[src/design/lsrr_pkg.sv]
`timescale 1ns / 1ps

package lsrr_pkg;

    localparam int WORD_W    = 15;
    localparam int LAG_DEPTH = 4;

    typedef logic [WORD_W-1:0] word_t;
    typedef logic [1:0]        mode_t;

    localparam mode_t MODE_SINGLE = 2'd0;
    localparam mode_t MODE_MIN    = 2'd1;
    localparam mode_t MODE_RESEED = 2'd2;

    localparam word_t WORD_MAX  = 15'd32767;
    localparam word_t RANGE_SAT = 15'd32766;

    localparam word_t LAG_INIT [LAG_DEPTH] = '{15'd1018, 15'd4521, 15'd202, 15'd419};

    typedef struct packed {
        logic  advance;
        logic  reseed;
        word_t seed;
    } lag_cmd_t;

    typedef struct packed {
        logic  start;
        word_t dividend;
        word_t divisor;
    } div_req_t;

    typedef struct packed {
        logic  done;
        word_t quotient;
    } div_rsp_t;

endpackage

[src/design/lsrr_div.sv]
`timescale 1ns / 1ps

module lsrr_div
    import lsrr_pkg::*;
(
    input  logic     clk,
    input  logic     rst_n,
    input  div_req_t req,
    output div_rsp_t rsp
);

    localparam logic [3:0] LAST_STEP = 4'(WORD_W - 1);

    logic            busy_reg;
    logic            done_reg;
    logic [3:0]      cnt_reg;
    word_t           rem_reg;
    word_t           quo_reg;
    word_t           dsr_reg;

    logic [WORD_W:0] trial;
    logic            ge;
    logic [WORD_W:0] diff;

    always_comb
    begin
        trial = {rem_reg, quo_reg[WORD_W-1]};
        ge    = trial >= {1'b0, dsr_reg};
        diff  = trial - {1'b0, dsr_reg};
    end

    always_ff @(posedge clk or negedge rst_n)
    begin
        if (!rst_n)
        begin
            busy_reg <= 1'b0;
            done_reg <= 1'b0;
            cnt_reg  <= '0;
        end
        else
        begin
            done_reg <= 1'b0;
            if (req.start)
            begin
                busy_reg <= 1'b1;
                cnt_reg  <= '0;
            end
            else if (busy_reg)
            begin
                cnt_reg <= cnt_reg + 4'd1;
                if (cnt_reg == LAST_STEP)
                begin
                    busy_reg <= 1'b0;
                    done_reg <= 1'b1;
                end
            end
        end
    end

    always_ff @(posedge clk)
    begin
        if (req.start)
        begin
            rem_reg <= '0;
            quo_reg <= req.dividend;
            dsr_reg <= req.divisor;
        end
        else if (busy_reg)
        begin
            rem_reg <= ge ? diff[WORD_W-1:0] : trial[WORD_W-1:0];
            quo_reg <= {quo_reg[WORD_W-2:0], ge};
        end
    end

    assign rsp.done     = done_reg;
    assign rsp.quotient = quo_reg;

endmodule

[src/design/lsrr_lag.sv]
`timescale 1ns / 1ps

module lsrr_lag
    import lsrr_pkg::*;
(
    input  logic     clk,
    input  logic     rst_n,
    input  lag_cmd_t cmd,
    output word_t    sum
);

    word_t             words_reg [LAG_DEPTH];
    logic [WORD_W+1:0] sum_full;

    always_comb
    begin
        sum_full = '0;
        for (int i = 0; i < LAG_DEPTH; i++)
        begin
            sum_full = sum_full + (WORD_W+2)'(words_reg[i]);
        end
    end

    assign sum = sum_full[WORD_W-1:0];

    always_ff @(posedge clk or negedge rst_n)
    begin
        if (!rst_n)
        begin
            for (int i = 0; i < LAG_DEPTH; i++)
            begin
                words_reg[i] <= LAG_INIT[i];
            end
        end
        else if (cmd.advance)
        begin
            for (int i = LAG_DEPTH - 1; i > 0; i--)
            begin
                words_reg[i] <= words_reg[i-1];
            end
            words_reg[0] <= sum;
        end
        else if (cmd.reseed)
        begin
            words_reg[0] <= cmd.seed;
        end
    end

endmodule

[src/design/lagged_sum_random_ranged_core.sv]
`timescale 1ns / 1ps
// Sequence: a single draw runs the scale division, then one draw division, then ST_FIN;
// a minimum of two draws runs two draw divisions; reseed and unused mode go to ST_FIN.
// One transaction at a time: in_stall holds input off until the block is back in ST_IDLE;
// the shared one-bit-per-cycle divider serves the scale divisor once and each draw once.
// Reset: asynchronous, active low; lag words return to 1018, 4521, 202, 419.

module lagged_sum_random_ranged_core
    import lsrr_pkg::*;
(
    input  logic  clk,
    input  logic  rst_n,
    input  logic  in_valid,
    output logic  in_stall,
    input  mode_t mode,
    input  word_t range_limit,
    input  word_t seed_value,
    output logic  out_valid,
    input  logic  out_stall,
    output word_t drawn_value
);

    typedef enum logic [1:0] {
        ST_IDLE,
        ST_DIVR,
        ST_DRAW,
        ST_FIN
    } state_t;

    state_t   state_reg,     state_next;
    mode_t    mode_reg,      mode_next;
    word_t    range_reg,     range_next;
    word_t    dsr_reg,       dsr_next;
    word_t    first_reg,     first_next;
    logic     pass_reg,      pass_next;
    word_t    result_reg,    result_next;
    logic     out_valid_reg, out_valid_next;
    word_t    drawn_reg,     drawn_next;

    div_req_t div_req;
    div_rsp_t div_rsp;
    lag_cmd_t lag_cmd;
    word_t    lag_sum;

    word_t    range_sat;
    word_t    q_clamp;
    logic     in_accept;

    lsrr_div u_div (
        .clk   (clk),
        .rst_n (rst_n),
        .req   (div_req),
        .rsp   (div_rsp)
    );

    lsrr_lag u_lag (
        .clk   (clk),
        .rst_n (rst_n),
        .cmd   (lag_cmd),
        .sum   (lag_sum)
    );

    assign in_stall    = state_reg != ST_IDLE;
    assign in_accept   = in_valid && !in_stall;
    assign range_sat   = (range_limit > RANGE_SAT) ? RANGE_SAT : range_limit;
    assign q_clamp     = (div_rsp.quotient > range_reg) ? range_reg : div_rsp.quotient;
    assign out_valid   = out_valid_reg;
    assign drawn_value = drawn_reg;

    always_comb
    begin
        state_next     = state_reg;
        mode_next      = mode_reg;
        range_next     = range_reg;
        dsr_next       = dsr_reg;
        first_next     = first_reg;
        pass_next      = pass_reg;
        result_next    = result_reg;
        drawn_next     = drawn_reg;
        out_valid_next = out_valid_reg && out_stall;

        div_req.start    = 1'b0;
        div_req.dividend = lag_sum;
        div_req.divisor  = dsr_reg;
        lag_cmd.advance  = 1'b0;
        lag_cmd.reseed   = 1'b0;
        lag_cmd.seed     = seed_value;

        unique case (state_reg)
            ST_IDLE:
            begin
                if (in_accept)
                begin
                    mode_next   = mode;
                    range_next  = range_sat;
                    pass_next   = 1'b0;
                    result_next = '0;
                    unique case (mode)
                        MODE_SINGLE, MODE_MIN:
                        begin
                            div_req.start    = 1'b1;
                            div_req.dividend = WORD_MAX;
                            div_req.divisor  = range_sat + 15'd1;
                            state_next       = ST_DIVR;
                        end
                        MODE_RESEED:
                        begin
                            lag_cmd.reseed = 1'b1;
                            state_next     = ST_FIN;
                        end
                        default:
                        begin
                            state_next = ST_FIN;
                        end
                    endcase
                end
            end
            ST_DIVR:
            begin
                if (div_rsp.done)
                begin
                    dsr_next         = div_rsp.quotient;
                    div_req.start    = 1'b1;
                    div_req.divisor  = div_rsp.quotient;
                    lag_cmd.advance  = 1'b1;
                    state_next       = ST_DRAW;
                end
            end
            ST_DRAW:
            begin
                if (div_rsp.done)
                begin
                    if (mode_reg == MODE_MIN && !pass_reg)
                    begin
                        first_next      = q_clamp;
                        pass_next       = 1'b1;
                        div_req.start   = 1'b1;
                        lag_cmd.advance = 1'b1;
                    end
                    else
                    begin
                        if (mode_reg == MODE_MIN && first_reg < q_clamp)
                        begin
                            result_next = first_reg;
                        end
                        else
                        begin
                            result_next = q_clamp;
                        end
                        state_next = ST_FIN;
                    end
                end
            end
            ST_FIN:
            begin
                if (!out_valid_reg || !out_stall)
                begin
                    out_valid_next = 1'b1;
                    drawn_next     = result_reg;
                    state_next     = ST_IDLE;
                end
            end
            default:
            begin
                state_next = ST_IDLE;
            end
        endcase
    end

    always_ff @(posedge clk or negedge rst_n)
    begin
        if (!rst_n)
        begin
            state_reg     <= ST_IDLE;
            pass_reg      <= 1'b0;
            out_valid_reg <= 1'b0;
            drawn_reg     <= '0;
        end
        else
        begin
            state_reg     <= state_next;
            pass_reg      <= pass_next;
            out_valid_reg <= out_valid_next;
            drawn_reg     <= drawn_next;
        end
    end

    always_ff @(posedge clk)
    begin
        mode_reg   <= mode_next;
        range_reg  <= range_next;
        dsr_reg    <= dsr_next;
        first_reg  <= first_next;
        result_reg <= result_next;
    end

    assert property (@(posedge clk) disable iff (!rst_n)
        div_rsp.done |-> (state_reg == ST_DIVR || state_reg == ST_DRAW))
        else $error("divider finished outside a draw");

    assert property (@(posedge clk) disable iff (!rst_n)
        (state_reg == ST_DIVR && div_rsp.done) |-> div_rsp.quotient != '0)
        else $error("scale divisor is zero");

    assert property (@(posedge clk) disable iff (!rst_n)
        (state_reg == ST_FIN) |-> result_reg <= range_reg)
        else $error("result exceeds range");

    assert property (@(posedge clk) disable iff (!rst_n)
        in_accept |=> state_reg != ST_IDLE)
        else $error("accepted transaction not started");

    assert property (@(posedge clk) disable iff (!rst_n)
        (lag_cmd.advance && lag_cmd.reseed) |-> 1'b0)
        else $error("advance and reseed together");

endmodule

[config.mk]
export PLATFORM = sky130hd
export DESIGN_NAME = lagged_sum_random_ranged_core
export DESIGN_NICKNAME = d
export VERILOG_FILES = /design/src/design/lsrr_pkg.sv /design/src/design/lsrr_div.sv /design/src/design/lsrr_lag.sv /design/src/design/lagged_sum_random_ranged_core.sv
export SDC_FILE = /design/constraint.sdc
export NUM_CORES = 1
export LEC_CHECK = 0
export ABC_AREA = 1
export BUFFER_PORTS_ARGS = -buffer_cell sky130_fd_sc_hd__buf_2
export CAP_MARGIN = 5
export CORE_ASPECT_RATIO = 2
export CORE_MARGIN = 2
export CORE_UTILIZATION = 50
export CTS_CLUSTER_DIAMETER = 60
export DETAILED_ROUTE_END_ITERATION = 8
export PLACE_DENSITY = 0.67
export SLEW_MARGIN = 25
export SYNTH_ARGS = -nofsm -noshare
export SYNTH_HDL_FRONTEND = slang
export SYNTH_SLANG_ARGS = --single-unit
[constraint.sdc]
create_clock -name clk -period 4.2 [get_ports clk]
set_clock_uncertainty 0.05 [all_clocks]
set_input_delay 0.42 -clock clk [delete_from_list [all_inputs] [get_ports clk]]
set_output_delay 0.42 -clock clk [all_outputs]
set_load 0.02 [all_outputs]
Yosys cells after proc, flatten, opt, wreduce, memory -nomap -nowiden
Cells that the tools add are included.
{ "word_totals": {"reg_bits": 192, "latchBits": 0, "ram_bits": 0, "rom_bits": 0, "input_bits": 36, "wordCells": 110, "mem_count": 0} }
{ "classes": {"addsub": 6, "mul": 0, "div_mod_pow": 0, "order_cmp": 4, "n_eq_ne": 13, "n_shift": 0, "mux": 46, "n_bitwise": 0, "reduce_logical": 22} }
{ "op_table": {"columns": ["operator", "count"], "rows": [
  ["$mux W15", 13],
  ["$mux W31", 2],
  ["$pmux W15 S2", 2],
  ["$add A15 B15 Y15", 3],
  ["$mux W1", 17],
  ["$ge A16 B15 Y1", 1],
  ["$add A15 B1 Y15 const B", 1],
  ["$gt A15 B15 Y1", 1],
  ["$gt A15 B15 Y1 const B", 1],
  ["$lt A15 B15 Y1", 1],
  ["$sub A15 B15 Y15", 1],
  ["$mux W2", 6],
  ["$mux W4", 2],
  ["$ne A2 B2 Y1 const B", 4],
  ["$pmux W2 S4", 1],
  ["$reduce_and A4 Y1", 2],
  ["$reduce_bool A2 Y1", 4],
  ["$eq A2 B1 Y1 const B", 3],
  ["$eq A2 B2 Y1 const B", 3],
  ["$reduce_and A5 Y1", 1],
  ["$add A4 B1 Y4 const B", 1],
  ["$eq A4 B4 Y1 const B", 1],
  ["$logic_and A1 B1 Y1", 4],
  ["$logic_not A1 Y1", 4],
  ["other kinds (8)", 12]
]} }

Depth between registers and ports, before layout
{ "logic_depth": {"depth_word": 8, "mapped_depth": 27, "depth_no_buf": 24} }

Cells and area by module
A second synthesis with hierarchy kept.
{ "unflattened": {"hier_cells": 1524, "hier_area_um2": 12323.1} }
{ "by_module_without_submodules": {"columns": ["module", "n_inst", "cells_each", "area_each_um2", "seq_area_each_um2"], "rows": [
  ["lagged_sum_random_ranged_core", 1, 603, 5154.9, 2337.2],
  ["lsrr_lag", 1, 504, 4031.4, 1530.2],
  ["lsrr_div", 1, 417, 3136.8, 1351.3]
]} }

Worst setup path before layout
Ideal clock, no wire load.
{ "synth_timing": {"path_type": "register -> register", "from": "register u_div.quo_reg[14]", "to": "register result_reg[5], data pin", "setup_ps": 255, "t_arrival_ps": 3215, "required_time_ps": 3895, "setup_slack_ps": 680, "path_stages_with_launch": 23, "path_buffers": 3, "period_less_slack_ps": 3520, "path_cell_list": "edfxtp_1 ha_1 nand2_2 nor2_4 inv_2 nor2_4 nand2_1 nand2_1 nand2_1 buf_4 buf_4 o21ai_1 inv_1 ha_1 a21oi_1 o21ai_0 nand3_1 a21oi_1 a2111oi_0 buf_2 nand3_1 nand2_1 nor2_1"} }
{ "synth_via": {"elab_chain_cells": 8} }
{ "synth_rtl": {"columns": ["item", "line_no", "rtl"], "rows": [
  ["start: declaration", "lsrr_div.sv:18", "word_t quo_reg;"],
  ["start signal: assignment", "lsrr_div.sv:65", "quo_reg <= req.dividend;"],
  ["start signal: assignment", "lsrr_div.sv:71", "quo_reg <= {quo_reg[WORD_W-2:0], ge};"],
  ["$gt A15 B15 Y1", "lagged_sum_random_ranged_core.sv:66", "assign q_clamp = (div_rsp.quotient > range_reg) ? range_reg : div_rsp.quotient;"],
  ["$mux W15", "lagged_sum_random_ranged_core.sv:66", null],
  ["net q_clamp[10]", "lagged_sum_random_ranged_core.sv:46", "word_t q_clamp;"],
  ["$lt A15 B15 Y1", "lagged_sum_random_ranged_core.sv:142", "if (mode_reg == MODE_MIN && first_reg < q_clamp)"],
  ["$logic_and A1 B1 Y1", "lagged_sum_random_ranged_core.sv:142", null],
  ["$mux W15", "lagged_sum_random_ranged_core.sv:142", null],
  ["$mux W15", "lagged_sum_random_ranged_core.sv:133", "if (mode_reg == MODE_MIN && !pass_reg)"],
  ["$mux W15", "lagged_sum_random_ranged_core.sv:131", "if (div_rsp.done)"],
  ["$pmux W15 S2", "lagged_sum_random_ranged_core.sv:89", "unique case (state_reg)"],
  ["end signal: assignment", "lagged_sum_random_ranged_core.sv:194", "result_reg <= result_next;"],
  ["end: declaration", "lagged_sum_random_ranged_core.sv:36", "word_t result_reg, result_next;"]
]} }
The timed path passes the listed nets, and every way through them passes these cells. The select of a mux whose other input is x is not followed.
A chain may end at the register's enable or synchronous reset.

Worst setup path in the final report
{ "layout_timing": {"from": "register u_div.quo_reg[6]", "to": "register result_reg[8], data pin"} }
{ "layout_via": {"elab_chain_cells": 8} }
{ "layout_rtl": {"columns": ["item", "line_no"], "rows": [
  ["$gt A15 B15 Y1", "lagged_sum_random_ranged_core.sv:66"],
  ["$mux W15 (*)", "lagged_sum_random_ranged_core.sv:66"],
  ["$lt A15 B15 Y1", "lagged_sum_random_ranged_core.sv:142"],
  ["$logic_and A1 B1 Y1", "lagged_sum_random_ranged_core.sv:142"],
  ["$mux W15 (*)", "lagged_sum_random_ranged_core.sv:142"],
  ["$mux W15 (*)", "lagged_sum_random_ranged_core.sv:133"],
  ["$mux W15 (*)", "lagged_sum_random_ranged_core.sv:131"],
  ["$pmux W15 S2 (*)", "lagged_sum_random_ranged_core.sv:89"]
]} }
Mark *: on every way between the ends. The rest lies on a longest branch, timed or not. The select of a mux whose other input is x is not followed.

==> results.py <==
metrics = {
    "worst_hold_path": {
        "min_path_type": "input port to flip-flop",
    },
    "yosys": {
        "ys_seq_area_share_pct": 45.7,
        "syn_nets": 1432,
        "synth.area.top_cells": "edfxtp_1 (24%), dfrtp_1 (14%), nand2_1 (9.5%), inv_1 (7.4%), ha_1 (7.1%)",
        "yosys.area.top_type": "edfxtp_1",
        "async_flop_share_pct": 44.3,
        "yosysUniqueCellTypes": 53,
        "synth_area_mm2": 0.0114,
        "synth-edff-count": 92,
        "netlist_instances": 1302,
        "synthFlopType": "edfxtp_1",
        "yosysWarnings": 0,
        "avgSynthCellArea_um2": 8.78,
        "synth_top_area_share_pct": 24.2,
        "ys_ff_latch": 192,
    },
    "clock_tree": {
        "cts_sinks": 192,
        "clock_latency_ns": 0.45,
        "root_buffer": "clkbuf_16",
        "numCtsBuffers": 17,
        "ctsHtreeMaxLevel": 4,
        "cts_tree": "built",
        "clk_pin_slew_ns": 0.07,
        "cts_max_path_buffers": 2,
        "post_cts_buffers": 0,
    },
    "global_routing": {
        "first_global_vias": 8795,
        "grt_overflow": 0,
        "antenna_found_initial": 0,
        "grt_use_total_pct": 22.9,
        "grt_pass1_wl_um": 43100,
        "grt_max_degree": 59,
    },
    "cells_and_area": {
        "final_cell_count_no_fill": 1633,
        "diodes": 0,
        "fin_area_mm2": 0.0126,
        "utilization_pct": 55.7,
        "nets": 1470,
        "synthToLayoutAreaGrowth_pct": 9.92,
        "fill_cells": 2043,
        "largest_reg_flops": 60,
        "layout-drive-gt1-share_pct": 12.6,
    },
    "worst_setup_path": {
        "cp-startpoint": "u_div.quo_reg[6]",
        "path_class": "flip-flop to flip-flop",
        "r2r_slack_ns": 0.37,
        "cp-endpoint": "result_reg[8]",
        "startpoint_type": "flip-flop",
        "timing.rr.start": "u_div.quo_reg[6]",
        "worstPathArrival_ns": 3.99,
        "cpMostUsedCell": "nand2_1",
        "end_kind": "flip-flop",
        "worstPathRequired_ns": 4.36,
        "reg2reg_depth": 20,
        "slowest_delay_ns": 0.48,
        "slowest_stage": "edfxtp_1",
        "critPathMaxFanout": 16,
        "r2r_end": "result_reg[8]",
        "cp_cell_sequence": "ha_1 -> nand2_1 -> nor2_1 -> nand2_1 -> nand2_1 -> nand2_1 -> nand2_1 -> nand2_2 -> buf_4 -> o21ai_0 -> ha_1 -> a21oi_1 -> o21ai_0 -> nand3_1 -> a21oi_1 -> a2111oi_4 -> clkbuf_8 -> nand3_1 -> nand2_1 -> nor2_1",
    },
    "sta": {
        "finalMaxSlewViolations": 0,
        "layout_min_cycle_time_ns": 3.83,
        "hold_viol": 0,
        "setup_viol": 0,
        "timing.slew.headroom_pct": 32.0,
        "clock.fmax_mhz": 261,
        "setup_slack_ns": 0.372,
        "post-route-period-util_pct": 91.2,
        "worst-slew-pin-transition_ns": 1.02,
    },
    "pwr": {
        "power_density_mw_per_mm2": 761,
        "vdd_ir_drop_max_mv": 0.475,
        "power.leakage_nw": 5.79,
        "p_total_mw": 9.56,
    },
    "floorplan": {
        "chipWidth_um": 111,
        "initial_core_util_pct": 50.7,
        "rows": 78,
        "core_mm2": 0.0225,
        "dieArea_mm2": 0.0242,
        "num_io_pins": 53,
        "fp.dieH_um": 218,
    },
    "place": {
        "dp.cells": 1599,
        "place_area_mm2": 0.0119,
        "gp_congestion": 0.892,
        "dp_hpwl_um": 20600,
        "preCtsSetupSlack_ns": 0.215,
        "port_buffers": 52,
    },
    "route": {
        "wl_per_cell_um": 16.2,
        "drt_iter0_drc": 375,
        "viasPerCell": 5.34,
        "wl_um": 26500,
        "num_vias": 8716,
        "drt_pre_antenna_iters": 5,
        "drtAntennaViolNets": 0,
        "drc": 0,
    },
    "status": {
        "status": "finished clean",
    },
    "run": {
        "cap_violations": 0,
    },
}
-- worst min path at each step --
stage              startpoint         endpoint  slack, ns  depth (start not counted)
2_1_floorplan           rst_n   drawn_value[0]       0.07                          0
3_3_place_gp   result_reg[13]  drawn_value[13]       0.41                          1
3_5_place_dp    result_reg[3]   drawn_value[3]       0.42                          1
4_1_cts               mode[0]      mode_reg[0]       0.11                          1
5_1_grt               mode[0]      mode_reg[0]       0.11                          1
6_report              mode[0]      mode_reg[0]       0.14                          1
-- final cells by class --
cell class	instances	area, µm²	area share (%)
sequential	192	5220	41.5
tap	280	350	2.79
multi-input combinational	825	5100	40.6
clock buffer	22	475	3.79
clock inverter	10	124	0.986
timing repair buffer	72	422	3.36
inverter	232	873	6.95
-- report_power, final --
group,internal [mW],switching [mW],leakage [nW]
Combinational,1.71,2.97,3.46
Clock,0.936,0.728,0.290
Sequential,2.86,0.356,2.04
-- logic make-up after synthesis --
family          Yosys count  synth area share (%)
simple gates            450                  16.9
compound gates          238                  11.6
fa+ha+maj                94                  12.2
buf+inv                 285                  10.0
xor+xnor                 28                  2.15
flops                   192                  45.7
mux                      15                  1.48
-- cells in the mapped netlist (5+ instances only) --
library cell,number
a21oi_1,67
a22oi_1,8
buf_2,11
buf_4,5
buf_6,5
clkbuf_1,32
dfrtp_1,62
dfstp_2,23
dfxtp_1,15
edfxtp_1,92
fa_1,29
ha_1,65
inv_1,226
inv_2,5
mux2_2,15
nand2_1,290
nand3_1,55
nand3_2,7
nand4_1,8
nor2_1,62
nor4_1,6
o211ai_1,10
o21ai_0,111
o21ai_1,8
o22ai_1,11
xnor2_1,11
xor2_1,17
-- critical path: cells and delay by family, from the launching register on --
| kind | cells | cell delay [ns] |
|---|---|---|
| flip-flops | 1 | 0.48 |
| AND/OR/NAND/NOR | 11 | 1.09 |
| buffers and inverters | 2 | 0.48 |
| AO/OA/AOI/OAI | 5 | 0.84 |
| adder cells (fa/ha/maj) | 2 | 0.63 |
-- per-layer routing --
| metal | wire length (µm) | track usage [%] | up-vias |
|---|---|---|---|
| met3 | 742 | 3.28 | 73 |
| met4 | 1490 | 14.0 | 0 |
| met5 | 0 | 0 | - |
| li1 | - | - | 4318 |
| met1 | 9650 | 23.3 | 4128 |
| met2 | 14700 | 43.7 | 197 |
-- cell usage in the layout, fill, tap and decap left out, types with 15 or more instances in the layout --
cell       count
inv_1        226
a21oi_1       67
clkbuf_16     18
edfxtp_1      92
dfrtp_1       62
xor2_1        17
ha_1          65
mux2_2        15
dfxtp_1       15
buf_4         18
dfstp_2       23
fa_1          29
nand3_1       55
o21ai_0      111
nor2_1        62
nand2_1      289
buf_2         51
-- stage by stage --
stage / setup TNS (ns) / hold slack (ns)
floorplan: 0 / 0.0744
global route: -0.0119 / 0.111
CTS: 0 / 0.108
global placement: 0 / 0.409
detailed placement: 0 / 0.416
finish: 0 / 0.135
-- timing repair --
action / CTS / global route
resized for setup: 0 / 5
hold endpoints to repair: 1 / 0
endpoints found under the setup margin: 0 / 15
hold buffers: 1 / 0
Note: power is estimated with default switching activity, not from simulation.
